--- src/hdl/cansd_pkg.sv ---
package cansd_pkg;

  // Item kinds as they arrive on the input channel.
  localparam logic [1:0] KIND_FRAME = 2'd0;
  localparam logic [1:0] KIND_TICK  = 2'd1;
  localparam logic [1:0] KIND_READ  = 2'd2;

  // Parameter groups that the decoder knows.
  localparam logic [15:0] PGN_TACHO   = 16'hFE6C;
  localparam logic [15:0] PGN_WHEEL   = 16'hFEF1;
  localparam logic [15:0] PGN_ENGINE  = 16'hF004;
  localparam logic [15:0] PGN_BRAKE   = 16'hF001;
  localparam logic [15:0] PGN_ACCEL   = 16'hF003;
  localparam logic [15:0] PGN_DIST    = 16'hFEE0;
  localparam logic [15:0] PGN_VDIST   = 16'hFEC1;
  localparam logic [15:0] PGN_FUEL    = 16'hFEE9;
  localparam logic [15:0] PGN_AMBIENT = 16'hFE6F;
  localparam logic [15:0] PGN_HRDIST  = 16'hFEC3;
  localparam logic [15:0] PGN_IDLE    = 16'hFEE8;
  localparam logic [15:0] PGN_TEMP    = 16'hFEEA;
  localparam logic [15:0] PGN_SILENT  = 16'hF000;

  // Slot of a known group; for every group but the silent one it equals the number of its staleness counter.
  localparam int unsigned SLOT_W = 4;
  localparam logic [SLOT_W-1:0] SLOT_TACHO   = 4'd0;
  localparam logic [SLOT_W-1:0] SLOT_WHEEL   = 4'd1;
  localparam logic [SLOT_W-1:0] SLOT_ENGINE  = 4'd2;
  localparam logic [SLOT_W-1:0] SLOT_BRAKE   = 4'd3;
  localparam logic [SLOT_W-1:0] SLOT_ACCEL   = 4'd4;
  localparam logic [SLOT_W-1:0] SLOT_DIST    = 4'd5;
  localparam logic [SLOT_W-1:0] SLOT_VDIST   = 4'd6;
  localparam logic [SLOT_W-1:0] SLOT_FUEL    = 4'd7;
  localparam logic [SLOT_W-1:0] SLOT_AMBIENT = 4'd8;
  localparam logic [SLOT_W-1:0] SLOT_HRDIST  = 4'd9;
  localparam logic [SLOT_W-1:0] SLOT_IDLE    = 4'd10;
  localparam logic [SLOT_W-1:0] SLOT_TEMP    = 4'd11;
  localparam logic [SLOT_W-1:0] SLOT_SILENT  = 4'd12;

  localparam int unsigned NUM_CNT = 12;
  localparam int unsigned NUM_LONG = 6;
  localparam int unsigned NUM_SHORT = 6;

  // Read indexes.
  localparam logic [4:0] RD_SPEED       = 5'd0;
  localparam logic [4:0] RD_DIRECTION   = 5'd1;
  localparam logic [4:0] RD_RPM         = 5'd2;
  localparam logic [4:0] RD_BRAKE       = 5'd3;
  localparam logic [4:0] RD_ACCEL       = 5'd4;
  localparam logic [4:0] RD_VALID       = 5'd5;
  localparam logic [4:0] RD_LONG_FIRST  = 5'd6;
  localparam logic [4:0] RD_LONG_LAST   = 5'd11;
  localparam logic [4:0] RD_SHORT_FIRST = 5'd12;
  localparam logic [4:0] RD_SHORT_LAST  = 5'd17;

  // Speed valid bit patterns.
  localparam logic [1:0] SPD_TACHO_ONLY = 2'b01;
  localparam logic [1:0] SPD_WHEEL_ONLY = 2'b10;

  // Configuration registers.
  localparam logic CFG_SHORT = 1'b0;
  localparam logic CFG_LONG  = 1'b1;
  localparam logic [7:0] SHORT_TIMEOUT_RST = 8'd10;
  localparam logic [7:0] LONG_TIMEOUT_RST  = 8'd30;

  typedef enum logic [2:0] {
    OP_NOP,
    OP_FRAME,
    OP_UNKNOWN,
    OP_TICK,
    OP_READ
  } op_e;

  // One classified transaction on its way from front to back.
  typedef struct packed {
    op_e               op;
    logic [SLOT_W-1:0] slot;
    logic [63:0]       payload;
    logic [4:0]        sig_index;
  } cmd_t;

  // Counters of the distance and fuel groups run against the long limit.
  function automatic logic uses_long_limit(input logic [SLOT_W-1:0] c);
    return (c == SLOT_DIST) || (c == SLOT_VDIST) || (c == SLOT_FUEL);
  endfunction

endpackage

--- src/hdl/can_signal_decoder_with_timeouts.sv ---
// Decoder of vehicle-bus parameter groups with staleness timeouts.
// Input channel (in_valid_i / in_stall_o): one transaction is a received
// extended frame, a timer tick or a read of one stored signal, chosen by
// kind_i. Output channel (out_valid_o / out_stall_i): exactly one result per
// input transaction, in order: unknown_group_o flags an undecoded group and
// read_value_o carries the selected signal for a read, zero otherwise.
// A transaction passes through the queue and then the output register.
// Throughput is one transaction per cycle while the receiver does not stall:
// the classifier feeds a small queue and the executing stage drains one entry
// per cycle into the output register. When the receiver stalls, the result
// holds on the output and the queue fills; in_stall_o rises once the queue
// is full and falls after the first cycle without an output stall. The two
// timeout limits sit behind the APB port at byte addresses 0 and 4; the user
// must see that they are written only while the block is idle, as the block
// does not enforce this. Reset clears the queue, the staleness counters and
// the speed valid bits, sets every signal register to all ones and loads the
// timeouts with 10 and 30 ticks. No clearing pass.
module can_signal_decoder_with_timeouts #(
  parameter int unsigned QueueDepth = 2
) (
  input  logic        clk_i,
  input  logic        rst_ni,
  input  logic        in_valid_i,
  output logic        in_stall_o,
  input  logic [1:0]  kind_i,
  input  logic [28:0] ext_id_i,
  input  logic [63:0] payload_i,
  input  logic [4:0]  signal_index_i,
  output logic        out_valid_o,
  input  logic        out_stall_i,
  output logic        unknown_group_o,
  output logic [31:0] read_value_o,
  input  logic        psel,
  input  logic        penable,
  input  logic        pwrite,
  input  logic [2:0]  paddr,
  input  logic [31:0] pwdata,
  output logic [31:0] prdata,
  output logic        pready
);

  cansd_pkg::cmd_t front_cmd;
  cansd_pkg::cmd_t queue_cmd;
  logic            queue_valid;
  logic            queue_pop;
  logic [7:0]      short_timeout_q;
  logic [7:0]      long_timeout_q;
  logic            cfg_write;

  // Configuration registers.
  assign pready    = 1'b1;
  assign cfg_write = psel && penable && pwrite && pready;

  always_ff @(posedge clk_i or negedge rst_ni) begin
    if (!rst_ni) begin
      short_timeout_q <= cansd_pkg::SHORT_TIMEOUT_RST;
      long_timeout_q  <= cansd_pkg::LONG_TIMEOUT_RST;
    end else if (cfg_write) begin
      if (paddr[2] == cansd_pkg::CFG_LONG) begin
        long_timeout_q <= pwdata[7:0];
      end else begin
        short_timeout_q <= pwdata[7:0];
      end
    end
  end

  assign prdata = (paddr[2] == cansd_pkg::CFG_SHORT) ? {24'd0, short_timeout_q}
                                                     : {24'd0, long_timeout_q};

  cansd_front u_front (
    .kind_i         (kind_i),
    .ext_id_i       (ext_id_i),
    .payload_i      (payload_i),
    .signal_index_i (signal_index_i),
    .cmd_o          (front_cmd)
  );

  cansd_fifo #(
    .Depth (QueueDepth)
  ) u_fifo (
    .clk_i        (clk_i),
    .rst_ni       (rst_ni),
    .push_valid_i (in_valid_i),
    .push_stall_o (in_stall_o),
    .push_cmd_i   (front_cmd),
    .pop_valid_o  (queue_valid),
    .pop_i        (queue_pop),
    .pop_cmd_o    (queue_cmd)
  );

  cansd_back u_back (
    .clk_i           (clk_i),
    .rst_ni          (rst_ni),
    .cmd_valid_i     (queue_valid),
    .cmd_i           (queue_cmd),
    .cmd_pop_o       (queue_pop),
    .short_timeout_i (short_timeout_q),
    .long_timeout_i  (long_timeout_q),
    .out_valid_o     (out_valid_o),
    .out_stall_i     (out_stall_i),
    .unknown_group_o (unknown_group_o),
    .read_value_o    (read_value_o)
  );

endmodule

--- src/hdl/cansd_front.sv ---
module cansd_front (
  input  logic [1:0]          kind_i,
  input  logic [28:0]         ext_id_i,
  input  logic [63:0]         payload_i,
  input  logic [4:0]          signal_index_i,
  output cansd_pkg::cmd_t     cmd_o
);

  logic [15:0] pgn;

  assign pgn = ext_id_i[23:8];

  // Classify the transaction and map a known group onto its slot.
  always_comb begin
    cmd_o.op        = cansd_pkg::OP_NOP;
    cmd_o.slot      = cansd_pkg::SLOT_SILENT;
    cmd_o.payload   = payload_i;
    cmd_o.sig_index = signal_index_i;
    case (kind_i)
      cansd_pkg::KIND_FRAME: begin
        cmd_o.op = cansd_pkg::OP_FRAME;
        case (pgn)
          cansd_pkg::PGN_TACHO:   cmd_o.slot = cansd_pkg::SLOT_TACHO;
          cansd_pkg::PGN_WHEEL:   cmd_o.slot = cansd_pkg::SLOT_WHEEL;
          cansd_pkg::PGN_ENGINE:  cmd_o.slot = cansd_pkg::SLOT_ENGINE;
          cansd_pkg::PGN_BRAKE:   cmd_o.slot = cansd_pkg::SLOT_BRAKE;
          cansd_pkg::PGN_ACCEL:   cmd_o.slot = cansd_pkg::SLOT_ACCEL;
          cansd_pkg::PGN_DIST:    cmd_o.slot = cansd_pkg::SLOT_DIST;
          cansd_pkg::PGN_VDIST:   cmd_o.slot = cansd_pkg::SLOT_VDIST;
          cansd_pkg::PGN_FUEL:    cmd_o.slot = cansd_pkg::SLOT_FUEL;
          cansd_pkg::PGN_AMBIENT: cmd_o.slot = cansd_pkg::SLOT_AMBIENT;
          cansd_pkg::PGN_HRDIST:  cmd_o.slot = cansd_pkg::SLOT_HRDIST;
          cansd_pkg::PGN_IDLE:    cmd_o.slot = cansd_pkg::SLOT_IDLE;
          cansd_pkg::PGN_TEMP:    cmd_o.slot = cansd_pkg::SLOT_TEMP;
          cansd_pkg::PGN_SILENT:  cmd_o.slot = cansd_pkg::SLOT_SILENT;
          default:                cmd_o.op   = cansd_pkg::OP_UNKNOWN;
        endcase
      end
      cansd_pkg::KIND_TICK: cmd_o.op = cansd_pkg::OP_TICK;
      cansd_pkg::KIND_READ: cmd_o.op = cansd_pkg::OP_READ;
      default:              cmd_o.op = cansd_pkg::OP_NOP;
    endcase
  end

endmodule

--- src/hdl/cansd_fifo.sv ---
module cansd_fifo #(
  parameter int unsigned Depth = 2
) (
  input  logic            clk_i,
  input  logic            rst_ni,
  input  logic            push_valid_i,
  output logic            push_stall_o,
  input  cansd_pkg::cmd_t push_cmd_i,
  output logic            pop_valid_o,
  input  logic            pop_i,
  output cansd_pkg::cmd_t pop_cmd_o
);

  localparam int unsigned PtrW = $clog2(Depth);
  localparam int unsigned CntW = $clog2(Depth + 1);
  localparam logic [PtrW-1:0] LastPtr = PtrW'(Depth - 1);
  localparam logic [CntW-1:0] FullCnt = CntW'(Depth);

  cansd_pkg::cmd_t entry_q [Depth];
  logic [PtrW-1:0] wr_ptr_q, wr_ptr_d;
  logic [PtrW-1:0] rd_ptr_q, rd_ptr_d;
  logic [CntW-1:0] count_q, count_d;
  logic            push, pop;

  assign push_stall_o = (count_q == FullCnt);
  assign pop_valid_o  = (count_q != '0);
  assign pop_cmd_o    = entry_q[rd_ptr_q];
  assign push         = push_valid_i && !push_stall_o;
  assign pop          = pop_i && pop_valid_o;

  // Pointer and fill count bookkeeping.
  always_comb begin
    wr_ptr_d = wr_ptr_q;
    rd_ptr_d = rd_ptr_q;
    count_d  = count_q;
    if (push) begin
      wr_ptr_d = (wr_ptr_q == LastPtr) ? '0 : wr_ptr_q + 1'b1;
    end
    if (pop) begin
      rd_ptr_d = (rd_ptr_q == LastPtr) ? '0 : rd_ptr_q + 1'b1;
    end
    if (push && !pop) begin
      count_d = count_q + 1'b1;
    end else if (pop && !push) begin
      count_d = count_q - 1'b1;
    end
  end

  always_ff @(posedge clk_i or negedge rst_ni) begin
    if (!rst_ni) begin
      wr_ptr_q <= '0;
      rd_ptr_q <= '0;
      count_q  <= '0;
    end else begin
      wr_ptr_q <= wr_ptr_d;
      rd_ptr_q <= rd_ptr_d;
      count_q  <= count_d;
    end
  end

  // Entry storage needs no reset.
  always_ff @(posedge clk_i) begin
    if (push) begin
      entry_q[wr_ptr_q] <= push_cmd_i;
    end
  end

endmodule

--- src/hdl/cansd_back.sv ---
module cansd_back (
  input  logic            clk_i,
  input  logic            rst_ni,
  input  logic            cmd_valid_i,
  input  cansd_pkg::cmd_t cmd_i,
  output logic            cmd_pop_o,
  input  logic [7:0]      short_timeout_i,
  input  logic [7:0]      long_timeout_i,
  output logic            out_valid_o,
  input  logic            out_stall_i,
  output logic            unknown_group_o,
  output logic [31:0]     read_value_o
);

  localparam int unsigned NumCnt   = cansd_pkg::NUM_CNT;
  localparam int unsigned NumLong  = cansd_pkg::NUM_LONG;
  localparam int unsigned NumShort = cansd_pkg::NUM_SHORT;
  localparam int unsigned SlotW    = cansd_pkg::SLOT_W;

  logic        go, do_frame, do_tick;
  logic [63:0] p;
  logic [cansd_pkg::SLOT_W-1:0] slot;

  logic [7:0]  cnt_q [NumCnt];
  logic [7:0]  cnt_d [NumCnt];
  logic [NumCnt-1:0] expired;

  logic [1:0]  valid_q, valid_d;
  logic [7:0]  tacho_q, tacho_d;
  logic [7:0]  dir_q, dir_d;
  logic [7:0]  wheel_q, wheel_d;
  logic [7:0]  brake_q, brake_d;
  logic [7:0]  accel_q, accel_d;
  logic [15:0] rpm_q, rpm_d;
  logic [31:0] long_q [NumLong];
  logic [31:0] long_d [NumLong];
  logic [15:0] short_q [NumShort];
  logic [15:0] short_d [NumShort];

  logic        out_valid_q;
  logic        unknown_q;
  logic [31:0] value_q;
  logic [31:0] rd_value;
  logic [4:0]  long_off, short_off;

  // Execute a transaction whenever the output register is free or drains.
  assign go        = cmd_valid_i && (!out_valid_q || !out_stall_i);
  assign cmd_pop_o = go;
  assign do_frame  = go && (cmd_i.op == cansd_pkg::OP_FRAME);
  assign do_tick   = go && (cmd_i.op == cansd_pkg::OP_TICK);
  assign p         = cmd_i.payload;
  assign slot      = cmd_i.slot;

  // Staleness counters: a tick advances all, a frame clears its own.
  always_comb begin
    logic [7:0] inc;
    logic [7:0] lim;
    for (int c = 0; c < NumCnt; c++) begin
      inc = cnt_q[c] + 8'd1;
      lim = cansd_pkg::uses_long_limit(SlotW'(c)) ?
            long_timeout_i : short_timeout_i;
      expired[c] = do_tick && (inc == lim);
      cnt_d[c]   = cnt_q[c];
      if (do_tick) begin
        cnt_d[c] = expired[c] ? 8'd0 : inc;
      end
      if (do_frame && (slot == SlotW'(c))) begin
        cnt_d[c] = 8'd0;
      end
    end
  end

  // Signal registers: frames load them, expiry marks them invalid.
  always_comb begin
    valid_d = valid_q;
    tacho_d = tacho_q;
    dir_d   = dir_q;
    wheel_d = wheel_q;
    brake_d = brake_q;
    accel_d = accel_q;
    rpm_d   = rpm_q;
    long_d  = long_q;
    short_d = short_q;
    if (do_frame) begin
      case (slot)
        cansd_pkg::SLOT_TACHO: begin
          valid_d = valid_q | 2'b01;
          tacho_d = p[63:56];
          dir_d   = {6'd0, p[31:30]};
        end
        cansd_pkg::SLOT_WHEEL: begin
          valid_d = valid_q | 2'b10;
          wheel_d = p[23:16];
        end
        cansd_pkg::SLOT_ENGINE:  rpm_d   = p[39:24];
        cansd_pkg::SLOT_BRAKE:   brake_d = p[15:8];
        cansd_pkg::SLOT_ACCEL:   accel_d = p[15:8];
        cansd_pkg::SLOT_DIST: begin
          long_d[3] = p[63:32];
          long_d[2] = p[31:0];
        end
        cansd_pkg::SLOT_VDIST: begin
          long_d[0] = p[63:32];
          long_d[1] = p[31:0];
        end
        cansd_pkg::SLOT_FUEL: begin
          long_d[5] = p[63:32];
          long_d[4] = p[31:0];
        end
        cansd_pkg::SLOT_AMBIENT: short_d[0] = p[47:32];
        cansd_pkg::SLOT_HRDIST:  short_d[1] = p[15:0];
        cansd_pkg::SLOT_IDLE:    short_d[2] = p[15:0];
        cansd_pkg::SLOT_TEMP: begin
          short_d[3] = p[23:8];
          short_d[4] = p[39:24];
          short_d[5] = p[55:40];
        end
        default: ;
      endcase
    end
    if (expired[0]) begin
      valid_d = valid_d & 2'b10;
      dir_d   = '1;
    end
    if (expired[1]) valid_d = valid_d & 2'b01;
    if (expired[2]) rpm_d   = '1;
    if (expired[3]) brake_d = '1;
    if (expired[4]) accel_d = '1;
    if (expired[5]) begin
      long_d[2] = '1;
      long_d[3] = '1;
    end
    if (expired[6]) begin
      long_d[0] = '1;
      long_d[1] = '1;
    end
    if (expired[7]) begin
      long_d[4] = '1;
      long_d[5] = '1;
    end
    if (expired[8])  short_d[0] = '1;
    if (expired[9])  short_d[1] = '1;
    if (expired[10]) short_d[2] = '1;
    if (expired[11]) begin
      short_d[3] = '1;
      short_d[4] = '1;
      short_d[5] = '1;
    end
  end

  // Read selection from the current register contents.
  assign long_off  = cmd_i.sig_index - cansd_pkg::RD_LONG_FIRST;
  assign short_off = cmd_i.sig_index - cansd_pkg::RD_SHORT_FIRST;

  always_comb begin
    rd_value = '0;
    if (cmd_i.sig_index == cansd_pkg::RD_SPEED) begin
      if (valid_q == cansd_pkg::SPD_TACHO_ONLY) begin
        rd_value = {24'd0, tacho_q};
      end else if (valid_q == cansd_pkg::SPD_WHEEL_ONLY) begin
        rd_value = {24'd0, wheel_q};
      end else begin
        rd_value = 32'h0000_00FF;
      end
    end else if (cmd_i.sig_index == cansd_pkg::RD_DIRECTION) begin
      rd_value = {24'd0, dir_q};
    end else if (cmd_i.sig_index == cansd_pkg::RD_RPM) begin
      rd_value = {16'd0, rpm_q};
    end else if (cmd_i.sig_index == cansd_pkg::RD_BRAKE) begin
      rd_value = {24'd0, brake_q};
    end else if (cmd_i.sig_index == cansd_pkg::RD_ACCEL) begin
      rd_value = {24'd0, accel_q};
    end else if (cmd_i.sig_index == cansd_pkg::RD_VALID) begin
      rd_value = {30'd0, valid_q};
    end else if (cmd_i.sig_index >= cansd_pkg::RD_LONG_FIRST &&
                 cmd_i.sig_index <= cansd_pkg::RD_LONG_LAST) begin
      rd_value = long_q[long_off[2:0]];
    end else if (cmd_i.sig_index >= cansd_pkg::RD_SHORT_FIRST &&
                 cmd_i.sig_index <= cansd_pkg::RD_SHORT_LAST) begin
      rd_value = {16'd0, short_q[short_off[2:0]]};
    end
  end

  // State registers with their documented reset values.
  always_ff @(posedge clk_i or negedge rst_ni) begin
    if (!rst_ni) begin
      for (int c = 0; c < NumCnt; c++) begin
        cnt_q[c] <= '0;
      end
      for (int i = 0; i < NumLong; i++) begin
        long_q[i] <= '1;
      end
      for (int i = 0; i < NumShort; i++) begin
        short_q[i] <= '1;
      end
      valid_q <= '0;
      tacho_q <= '1;
      dir_q   <= '1;
      wheel_q <= '1;
      brake_q <= '1;
      accel_q <= '1;
      rpm_q   <= '1;
    end else begin
      cnt_q   <= cnt_d;
      long_q  <= long_d;
      short_q <= short_d;
      valid_q <= valid_d;
      tacho_q <= tacho_d;
      dir_q   <= dir_d;
      wheel_q <= wheel_d;
      brake_q <= brake_d;
      accel_q <= accel_d;
      rpm_q   <= rpm_d;
    end
  end

  // Output register holds a result until the receiver takes it.
  always_ff @(posedge clk_i or negedge rst_ni) begin
    if (!rst_ni) begin
      out_valid_q <= 1'b0;
    end else if (go) begin
      out_valid_q <= 1'b1;
    end else if (!out_stall_i) begin
      out_valid_q <= 1'b0;
    end
  end

  always_ff @(posedge clk_i) begin
    if (go) begin
      unknown_q <= (cmd_i.op == cansd_pkg::OP_UNKNOWN);
      value_q   <= (cmd_i.op == cansd_pkg::OP_READ) ? rd_value : '0;
    end
  end

  assign out_valid_o     = out_valid_q;
  assign unknown_group_o = unknown_q;
  assign read_value_o    = value_q;

endmodule

--- config.mk ---
export PLATFORM = sky130hd
export DESIGN_NAME = can_signal_decoder_with_timeouts
export DESIGN_NICKNAME = d
export VERILOG_FILES = /design/src/hdl/cansd_pkg.sv /design/src/hdl/can_signal_decoder_with_timeouts.sv /design/src/hdl/cansd_front.sv /design/src/hdl/cansd_fifo.sv /design/src/hdl/cansd_back.sv
export SDC_FILE = /design/constraint.sdc
export NUM_CORES = 1
export LEC_CHECK = 0
export BUFFER_PORTS_ARGS = -buffer_cell sky130_fd_sc_hd__buf_4
export CAP_MARGIN = 25
export CORE_MARGIN = 1
export CORE_UTILIZATION = 60
export DETAILED_ROUTE_END_ITERATION = 8
export GPL_ROUTABILITY_DRIVEN = 0
export PLACE_DENSITY = 0.79
export SLEW_MARGIN = 40
export SYNTH_ARGS = -nofsm -noshare
export SYNTH_HDL_FRONTEND = slang
export SYNTH_SLANG_ARGS = --single-unit
--- constraint.sdc ---
create_clock -name clk_i -period 5.64 [get_ports clk_i]
set_input_delay 0.846 -clock clk_i [delete_from_list [all_inputs] [get_ports clk_i]]
set_output_delay 0.846 -clock clk_i [all_outputs]
set_load 0.01 [all_outputs]
# Yosys cells after proc, flatten, opt, wreduce, memory -nomap -nowiden
# Memories as Yosys holds them, arrays and structs flattened.
# Cells that the tools add are included.
[word_totals]
regBits = 496
latchBits = 0
ram_bits = 152
romBits = 0
elab_cells = 311
memories = 1
[memory_table]
columns = ["name", "depth", "width", "read_ports", "rd_clocked_by_memory_dff", "wr", "line", "text"]
rows = [
  ["u_fifo.entry_q", 2, 76, 1, 0, 1, "cansd_fifo.sv:19", "cansd_pkg::cmd_t entry_q [Depth];"],
]
[classes]
add_sub_neg = 18
n_mul = 0
div = 0
magnitude_cmp = 6
eq_ne = 51
shifts = 0
muxes = 97
bitwise_logic = 3
reduce_logical = 96
[op_table]
columns = ["cell", "n"]
rows = [
  ["64-bit two-way mux", 6],
  ["8-bit two-way mux", 47],
  ["32-bit two-way mux", 10],
  ["16-bit == test (second input constant)", 13],
  ["16-bit two-way mux", 12],
  ["192-bit two-way mux", 1],
  ["8-bit by 1-bit adder with 8-bit output (second input constant)", 12],
  ["32-bit binary-select mux with 3-bit select", 1],
  ["8-bit == test", 12],
  ["48-bit two-way mux", 2],
  ["96-bit two-way mux", 1],
  ["2-bit nonzero test", 36],
  ["16-bit binary-select mux with 3-bit select", 1],
  ["4-bit case mux with 12 select lines", 1],
  ["1-bit logical AND", 35],
  ["2-bit AND reduction", 15],
  ["4-bit by 3-bit == test with 1-bit output (second input constant)", 4],
  ["4-bit == test (second input constant)", 4],
  ["13-bit OR reduction", 1],
  ["5-bit by 2-bit == test with 1-bit output (second input constant)", 2],
  ["5-bit by 3-bit == test with 1-bit output (second input constant)", 2],
  ["2-bit two-way mux", 5],
  ["3-bit case mux with 3 select lines", 1],
  ["4-bit by 2-bit == test with 1-bit output (second input constant)", 2],
  ["other kinds (27)", 45],
]

# Longest topological paths before layout
# Gate-level depths: netlist of the first run.
# An unclocked memory read counts as a cell.
[logic_depth]
word_depth = 14
ltp_mapped = 13
mapped_depth_nobuf = 10

# Hierarchy
# From an unflattened synthesis of the first run, not the netlist that was laid out.
[unflattened]
cells_unflattened = 3236
hier_area_um2 = 33907.5
[modules_own_cells]
columns = ["mod", "n_inst", "cells_per_inst", "area_each_um2", "seq_area_each_um2"]
rows = [
  ["cansd_back", 1, 2774, 26167.6, 12375.6],
  ["cansd_fifo", 1, 256, 5818.1, 4664.5],
  ["cansd_front", 1, 136, 992.2, 0.0],
  ["can_signal_decoder_with_timeouts", 1, 70, 929.6, 407.9],
]

# Least setup slack after synthesis of the first run
# No wires, ideal clock.
[synth_timing]
path_type = "input-to-reg"
startpoint = "in in_valid_i"
endpoint = "mem u_fifo.entry_q[0][0] in the netlist's numbering, enable pin"
setup_time_ps = 511
arrival_time_ps = 4106
setup_slack_ps = 1023
cell_stages = 2
path_cell_list = "nand2_1 nor2_1"
[synth_via]
elab_chain_len = 3
[synth_lines]
columns = ["item", "line", "text"]
rows = [
  ["start, declared", "can_signal_decoder_with_timeouts.sv:23", "input logic in_valid_i,"],
  ["1-bit logical AND", "cansd_fifo.sv:28", "assign push = push_valid_i && !push_stall_o;"],
  ["1-bit two-way mux", "cansd_fifo.sv:63", "if (push) begin"],
  ["1-bit two-way mux (implied by the code)", "cansd_fifo.sv:64", "entry_q[wr_ptr_q] <= push_cmd_i;"],
  ["end, declared", "cansd_fifo.sv:19", ""],
]
# No other way between the ends.

# Worst setup path after layout of the first run
[layout_timing]
startpoint = "reg u_fifo.rd_ptr_q"
endpoint = "reg u_back.cnt_q[2] in the netlist's numbering"
[layout_via]
elab_chain_len = 7
[layout_lines]
columns = ["item", "line", "text"]
rows = [
  ["start, declared", "cansd_fifo.sv:21", "logic [PtrW-1:0] rd_ptr_q, rd_ptr_d;"],
  ["start signal, assigned", "cansd_fifo.sv:56", "rd_ptr_q <= rd_ptr_d;"],
  ["memory 2 x 76 bit (*)", "-", ""],
  ["3-bit by 2-bit == test with 1-bit output", "cansd_back.sv:50", "assign do_tick = go && (cmd_i.op == cansd_pkg::OP_TICK);"],
  ["1-bit logical AND", "cansd_back.sv:50", ""],
  ["1-bit logical AND", "cansd_back.sv:62", "expired[c] = do_tick && (inc == lim);"],
  ["8-bit two-way mux", "cansd_back.sv:65", "cnt_d[c] = expired[c] ? 8'd0 : inc;"],
  ["8-bit two-way mux", "cansd_back.sv:64", "if (do_tick) begin"],
  ["8-bit two-way mux", "cansd_back.sv:67", "if (do_frame && (slot == SlotW'(c))) begin"],
  ["end signal, assigned", "cansd_back.sv:204", "cnt_q <= cnt_d;"],
  ["end, declared", "cansd_back.sv:24", "logic [7:0] cnt_q [NumCnt];"],
]
# Every way passes the cells marked *; elsewhere a longest branch is shown, timed or not. The select of a mux whose other input is x is not followed.
# A chain may end at the register's enable or synchronous reset.

==> results of run 1 <==
layout make-up:
class,instances,area share [%]
Clock buffer,99,5.424
Clock inverter,31,0.9080
Inverter,53,0.5469
Multi-Input combinational cell,2453,38.26
Sequential cell,643,47.98
Tap cell,688,2.366
Timing Repair Buffer,201,4.519
routing by layer:
layer / up-vias / share of wire (%) / track usage [%]
met5: - / 0 / 0
met4: 0 / 5.3 / 18.27
met3: 314 / 9.4 / 7.728
met2: 1478 / 46 / 53.24
met1: 13100 / 39 / 43.02
li1: 11960 / - / -
state kept, by name (all words and copies together) (netlist names), 3 cells and up:
signal	flops
u_back.dir_q	3
u_back.rpm_q	16
u_back.read_value_o	32
u_back.accel_q	8
u_back.long_q	192
u_back.tacho_q	8
u_back.wheel_q	8
long_timeout_q	8
u_back.cnt_q	96
u_fifo.entry_q	152
u_back.short_q	96
u_back.brake_q	8
short_timeout_q	8
cell usage after synthesis (all sizes together) (14+ instances only):
library cell | n | share of area (%)
dfrtp | 113 | 8.7
a22oi | 26 | 0.60
mux2i | 78 | 2.4
or3 | 14 | 0.27
a221o | 16 | 0.49
xnor2 | 68 | 1.9
inv | 50 | 0.58
a211oi | 40 | 0.98
nand2 | 892 | 10
a21o | 19 | 0.44
a221oi | 16 | 0.43
nand2b | 22 | 0.42
o22ai | 26 | 0.50
o21ai | 335 | 5.2
o211ai | 84 | 1.9
nor2b | 20 | 0.39
xor2 | 42 | 1.1
nand4 | 25 | 0.48
nand3 | 131 | 2.0
nor2 | 132 | 1.5
buf | 121 | 2.1
ha | 16 | 0.62
a22o | 22 | 0.59
mux2 | 33 | 1.1
dfstp | 345 | 28
and3 | 26 | 0.50
a21oi | 101 | 1.6
clkbuf | 134 | 1.6
nor3 | 37 | 0.57
edfxtp | 185 | 17
a31oi | 25 | 0.48
logic make-up (layout without fill, tap and decap cells):
| group | after synthesis | after routing |
|---|---|---|
| buffers and inverters | 308 | 384 |
| muxes | 121 | 121 |
| other | 2 | 25 |
| xor gates and xnor gates | 110 | 110 |
| AOI/OAI and AO/OA | 806 | 806 |
| DFF | 643 | 643 |
| adders and majority gates | 16 | 16 |
| and+or+nand+nor | 1375 | 1375 |
how the worst max path moves through the flow:
stage / depth (start not counted) / end / slack [ns]
CTS: 8 / u_back.cnt_q[2]$_DFFE_PN0P_ / 1.58
finish: 8 / u_back.cnt_q[2]$_DFFE_PN0P_ / 1.48
global route: 8 / u_back.cnt_q[0]$_DFFE_PN0P_ / 1.33
detailed placement: 8 / u_back.cnt_q[2]$_DFFE_PN0P_ / 1.60
global placement: 7 / u_back.cnt_q[86]$_DFFE_PN0P_ / 1.67
floorplan: 2 / u_fifo.entry_q[0][0]$_DFFE_PP_ / 1.02
power groups by stage:
| stage | sequential, mW | combinational [mW] | clock (mW) |
|---|---|---|---|
| after CTS | 7.52 | 5.74 | 4.62 |
| after global placement | 7.49 | 5.43 | 0 |
| after floorplan | 7.20 | 3.92 | 0 |
| after detailed placement | 7.57 | 5.69 | 0 |
| after global routing | 7.69 | 6.31 | 4.80 |
| final | 7.57 | 5.87 | 4.60 |
per-stage QoR:
stage	instances	total power, mW	util (%)	area (um2)	hold WS, ns
final	4168	18.04	68.68	36380	0.1307
after global routing	4168	18.81	68.68	36380	0.1412
after floorplan	3404	11.12	-	32530	0.4608
after global placement	4033	12.92	63.91	33860	0.4772
after CTS	4166	17.88	68.54	36300	0.1319
after detailed placement	4036	13.26	64.19	34000	0.4866
==> impl_metrics.py, run 1 <==
metrics = {
    "drt": {
        "drt_iter0_drc": 3225,
        "wirelength_um": 91200,
        "vias_per_cell": 6.442,
        "routedWlPerCell_um": 21.88,
        "via_count": 26850,
        "drc": 0,
        "drt_pre_antenna_iters": 6,
        "antenna_left": 0,
    },
    "clock_tree": {
        "cts.sinks": 643,
        "tritoncts": "done",
        "clk_pin_slew_ns": 0.06,
        "cts_setup_buffers": 0,
        "clock_latency_ns": 0.63,
        "clock-root-buffer": "clkbuf_16",
        "htreeDepth": 3,
        "cts_made_buffers": 70,
        "hold_buffers": 0,
        "clockBufferDepth": 3,
        "post_cts_resized": 0,
    },
    "logic_synthesis": {
        "synth_top_family_by_area": "simple AND/OR/NAND/NOR gates",
        "ys_warn_count": 0,
        "ys_ff_latch": 643,
        "ys_async_sr_fraction_pct": 71.23,
        "synth_xor_area_share_pct": 2.992,
        "synth_cell_types": 86,
        "synth_fa_ha_area_share_pct": 0.6170,
        "synthCells": 3381,
        "synthMuxAreaShare_pct": 4.246,
        "syn_avg_cell_area_um2": 9.597,
        "ys.flop_type": "dfstp_2",
        "ys_seq_area_share_pct": 53.77,
        "synth_compound_area_share_pct": 15.78,
        "yosys.area_share.simple_pct": 18.29,
        "synth_edf_count": 185,
        "synth.cell_area_mm2": 0.03245,
    },
    "floorplanning": {
        "io_pins": 210,
        "core.rowCount": 84,
        "chipWidth_um": 234.6,
        "die_h_um": 234.6,
        "core_area_mm2": 0.05297,
        "start_util_pct": 61.26,
        "die_area_mm2": 0.05501,
    },
    "timing": {
        "rsz0062_at_grt": "false",
        "fin_tns_setup_ns": 0,
        "min_period_over_period_pct": 73.68,
        "relSlewSlack_pct": 39.29,
        "finalWorstSetupSlack_ns": 1.484,
        "fmax_ghz": 0.2406,
        "setup_viol": 0,
        "final-hold-violation-count": 0,
        "maxSlewViolCount": 0,
        "min_period_ns": 4.156,
        "clock_skew_ns": 0.02944,
        "worst_pin_slew_ns": 0.8854,
    },
    "critical_path": {
        "critPathKind": "reg2reg",
        "crit_fanout": 57,
        "path_cells": "buf_4 -> mux2i_1 -> a211o_1 -> nor4_1 -> o2111ai_4 -> buf_4 -> nand2_1 -> o22ai_1",
        "worstPathBufferInverterCount": 2,
        "crit_path_start_kind": "flop",
        "endpoint_kind": "flop",
        "cpLargestDelayFamily": "buffers and inverters",
        "worst_r2r_path_depth": 8,
        "cp_common_cell": "buf_4",
        "critPathSlowestCell": "dfrtp_4",
        "r2r_slack_ns": 1.48,
        "cp.required_ns": 6.17,
        "rr_startpoint": "u_fifo.rd_ptr_q$_DFFE_PN0P_",
        "setup.worst_path.start": "u_fifo.rd_ptr_q$_DFFE_PN0P_",
        "rr_endpoint": "u_back.cnt_q[2]$_DFFE_PN0P_",
        "cp.arrival_ns": 4.68,
        "max_stage_delay_ns": 0.83,
    },
    "finish": {
        "final_cell_mix": "891 x nand2_1, 345 x dfstp_2, 328 x o21ai_0",
        "layout_commonest_cell": "nand2_1",
        "multi_input_area_mm2": 0.01392,
        "register_area_mm2": 0.01745,
        "n_antenna_cell": 0,
        "drive_above_1_share_pct": 21.95,
        "fillers": 3828,
        "num-nets-final": 3580,
        "syn2layout_area_growth_pct": 12.12,
    },
    "placed_design": {
        "place.detailed.hpwl_um": 57550,
        "io_buffer_count": 145,
        "pre_cts_slack_ns": 1.596,
    },
    "power": {
        "power.density_mw_per_mm2": 495.9,
        "seqPwrFrac_pct": 41.9,
        "p_leak_nw": 14.76,
        "pwr-share-clk_pct": 25.5,
        "swShare_pct": 37.23,
        "net-switching-power_mw": 6.717,
        "combPwrFrac_pct": 32.6,
        "peakVddDrop_mv": 0.3186,
        "internal-power_mw": 11.32,
    },
    "min_path": {
        "hold_path_class": "in2async",
    },
    "global_route": {
        "grt_antenna_before_repair": 0,
        "grt_usage_pct": 33.64,
        "first_global_vias": 26350,
        "grt_max_degree": 161,
        "grt_pass1_wl_um": 143200,
        "grt_overflow": 0,
    },
    "run": {
        "drv_cap": 0,
    },
    "status": {
        "status": "finished, final reports clean",
    },
}
No activity file was read; power rests on OpenSTA's default activity.
==> run 2: changes to the inputs <==
Settings changed: CORE_UTILIZATION 60 to 55, PLACE_DENSITY 0.79 to 0.76.
Clock period 5.64 ns to 3.59 ns, I/O delays scaled along.
==> run 2 against run 1 <==
Against the previous run: non-clock buffer count grew 56; combinational power increased by 61%; clock power grew 55%; count of clock-buffer cells in the layout unchanged; largest cell class unchanged; sequential power rose by 56%; maximum frequency increased by 34%; register-to-register slack worse by 0.99 ns; sequential share of layout area fell by 0.64 points.
==> impl_metrics.py, run 2 (synthesis gave the netlist of run 1 again) <==
metrics = {
    "status": {
        "status": "finished, final reports clean",
    },
    "timing": {
        "fmax_ghz": 0.3226,
        "min_period_over_period_pct": 86.34,
        "setup_viol": 0,
        "clock_skew_ns": 0.02802,
        "relSlewSlack_pct": 39.62,
        "whs_ns": 0.1061,
        "min_period_ns": 3.099,
        "rsz0062_at_grt": "false",
        "worst_pin_slew_ns": 0.8804,
        "maxSlewViolCount": 0,
        "final-hold-violation-count": 0,
        "fin_tns_setup_ns": 0,
        "finalWorstSetupSlack_ns": 0.4906,
    },
    "floorplanning": {
        "die_area_mm2": 0.05997,
        "chipWidth_um": 244.9,
        "io_pins": 210,
        "die_h_um": 244.9,
        "start_util_pct": 55.92,
        "core.rowCount": 88,
        "core_area_mm2": 0.05803,
    },
    "drt": {
        "drt_pre_antenna_iters": 8,
        "drc": 0,
        "dr_wl_met3_um": 7730,
        "route.top_layer_used": "met4",
        "vias_per_cell": 6.139,
        "antenna_left": 0,
        "met1_length_um": 37430,
        "routedWlPerCell_um": 21.13,
        "route.met2.wl_um": 41950,
        "drt_iter0_drc": 2690,
        "wirelength_um": 90820,
        "via_count": 26390,
    },
    "clock_tree": {
        "cts.sinks": 643,
        "clock_latency_ns": 0.63,
        "clockBufferDepth": 3,
        "tritoncts": "done",
        "cts_made_buffers": 69,
        "clock-root-buffer": "clkbuf_16",
        "htreeDepth": 3,
        "cts_setup_buffers": 0,
        "clk_pin_slew_ns": 0.06,
    },
    "critical_path": {
        "cp.arrival_ns": 3.47,
        "crit_fanout": 24,
        "rr_startpoint": "u_fifo.rd_ptr_q$_DFFE_PN0P_",
        "worstPathBufferInverterCount": 3,
        "worst_r2r_path_depth": 12,
        "critPathKind": "reg2reg",
        "cp_common_cell": "buf_4",
        "path_cells": "buf_4 -> nor2b_1 -> a21oi_2 -> ha_1 -> nand4_1 -> a21oi_1 -> o21ai_0 -> buf_4 -> nand2b_1 -> buf_4 -> a211oi_1 -> a221o_1",
        "cpLargestDelayFamily": "compound AO/OA/AOI/OAI gates",
        "r2r_slack_ns": 0.49,
        "crit_path_start_kind": "flop",
        "max_stage_delay_ns": 0.57,
        "cp.required_ns": 3.96,
        "rr_endpoint": "u_back.read_value_o[9]$_SDFFCE_PP0P_",
        "critPathSlowestCell": "dfrtp_4",
        "endpoint_kind": "flop",
    },
    "finish": {
        "syn2layout_area_growth_pct": 13.62,
        "n_antenna_cell": 0,
        "top_regs": "u_back.long_q (192), u_fifo.entry_q (152)",
        "num-nets-final": 3635,
        "largest_register_ffs": 192,
        "final_cell_mix": "891 x nand2_1, 345 x dfstp_2, 327 x o21ai_0",
        "fillers": 4561,
        "multi_input_area_mm2": 0.01382,
        "drive_above_1_share_pct": 22.56,
        "layout_commonest_cell": "nand2_1",
        "top_register": "u_back.long_q",
        "register_area_mm2": 0.01745,
    },
    "power": {
        "p_leak_nw": 15.07,
        "peakVddDrop_mv": 0.5654,
        "power.density_mw_per_mm2": 771.4,
        "p_total_mw": 28.44,
    },
    "min_path": {
        "hold_end": "u_fifo.entry_q[1][53]$_DFFE_PP_",
        "min_from": "payload_i[48]",
        "min_path_cells": 1,
        "hold_path_class": "in2reg",
    },
    "global_route": {
        "grt_pass1_wl_um": 142200,
        "grt_overflow": 0,
        "first_global_vias": 25180,
        "grt_usage_pct": 30.52,
        "grt_max_degree": 101,
        "grt_antenna_before_repair": 0,
    },
    "placed_design": {
        "place.detailed.hpwl_um": 58640,
        "io_buffer_count": 145,
        "pre_cts_slack_ns": 0.5229,
    },
    "run": {
        "drv_cap": 0,
    },
}
## run 2: cell count changes in the layout (fill, tap and decap cells not counted), moves of 6 or more
cell / delta
mux2i_1: +17
buf_4: +48
buf_12: +11
mux2i_2: -16
clkinv_1: -6
## run 2: routing by layer
layer | GRT usage [%] | up-vias
li1 | - | 12090
met1 | 41.86 | 12870
met2 | 47.95 | 1207
met3 | 5.456 | 220
met4 | 12.67 | 0
met5 | 0 | -
## run 2: timing repair
action / 4_1_cts / 5_1_grt
resized for setup: 0 / 0
endpoints found under the hold margin: 2 / 0
setup endpoints to repair: 0 / 0
hold buffers: 1 / 0
## run 2: area by class of cell
| class | instances | area share (%) |
|---|---|---|
| Clock buffer | 99 | 5.322 |
| Clock inverter | 28 | 0.7976 |
| Inverter | 53 | 0.5464 |
| Multi-Input combinational cell | 2453 | 37.50 |
| Sequential cell | 643 | 47.34 |
| Tap cell | 765 | 2.596 |
| Timing Repair Buffer | 257 | 5.902 |
## run 2: power breakdown
| group | total (mW) | switching [mW] | leakage, nW | internal (mW) |
|---|---|---|---|---|
| Combinational | 9.47 | 6.05 | 7.16 | 3.41 |
| Clock | 7.14 | 2.95 | 1.11 | 4.19 |
| Sequential | 11.8 | 1.47 | 6.81 | 10.4 |
| Total | 28.4 | 10.5 | 15.1 | 18.0 |
## run 2: how the worst max path moves through the flow
stage | startpoint | to | slack, ns | depth (start not counted)
after global placement | u_fifo.rd_ptr_q$_DFFE_PN0P_ | u_back.cnt_q[56]$_DFFE_PN0P_ | 0.47 | 6
after global routing | u_fifo.rd_ptr_q$_DFFE_PN0P_ | u_back.read_value_o[7]$_SDFFCE_PP0P_ | 0.26 | 8
after CTS | u_fifo.rd_ptr_q$_DFFE_PN0P_ | u_back.read_value_o[7]$_SDFFCE_PP0P_ | 0.50 | 8
after detailed placement | u_fifo.rd_ptr_q$_DFFE_PN0P_ | u_back.read_value_o[7]$_SDFFCE_PP0P_ | 0.52 | 8
final | u_fifo.rd_ptr_q$_DFFE_PN0P_ | u_back.read_value_o[9]$_SDFFCE_PP0P_ | 0.49 | 12
after floorplan | u_fifo.rd_ptr_q$_DFFE_PN0P_ | u_back.read_value_o[21]$_SDFFCE_PP0P_ | 0.47 | 13
## run 2: through the flow
stage,area (um2),instances,util (%)
final,36870,4298,63.53
after CTS,36800,4296,63.43
after floorplan,32540,3404,-
after detailed placement,34540,4168,59.52
after global routing,36870,4298,63.53
after global placement,34520,4168,59.50
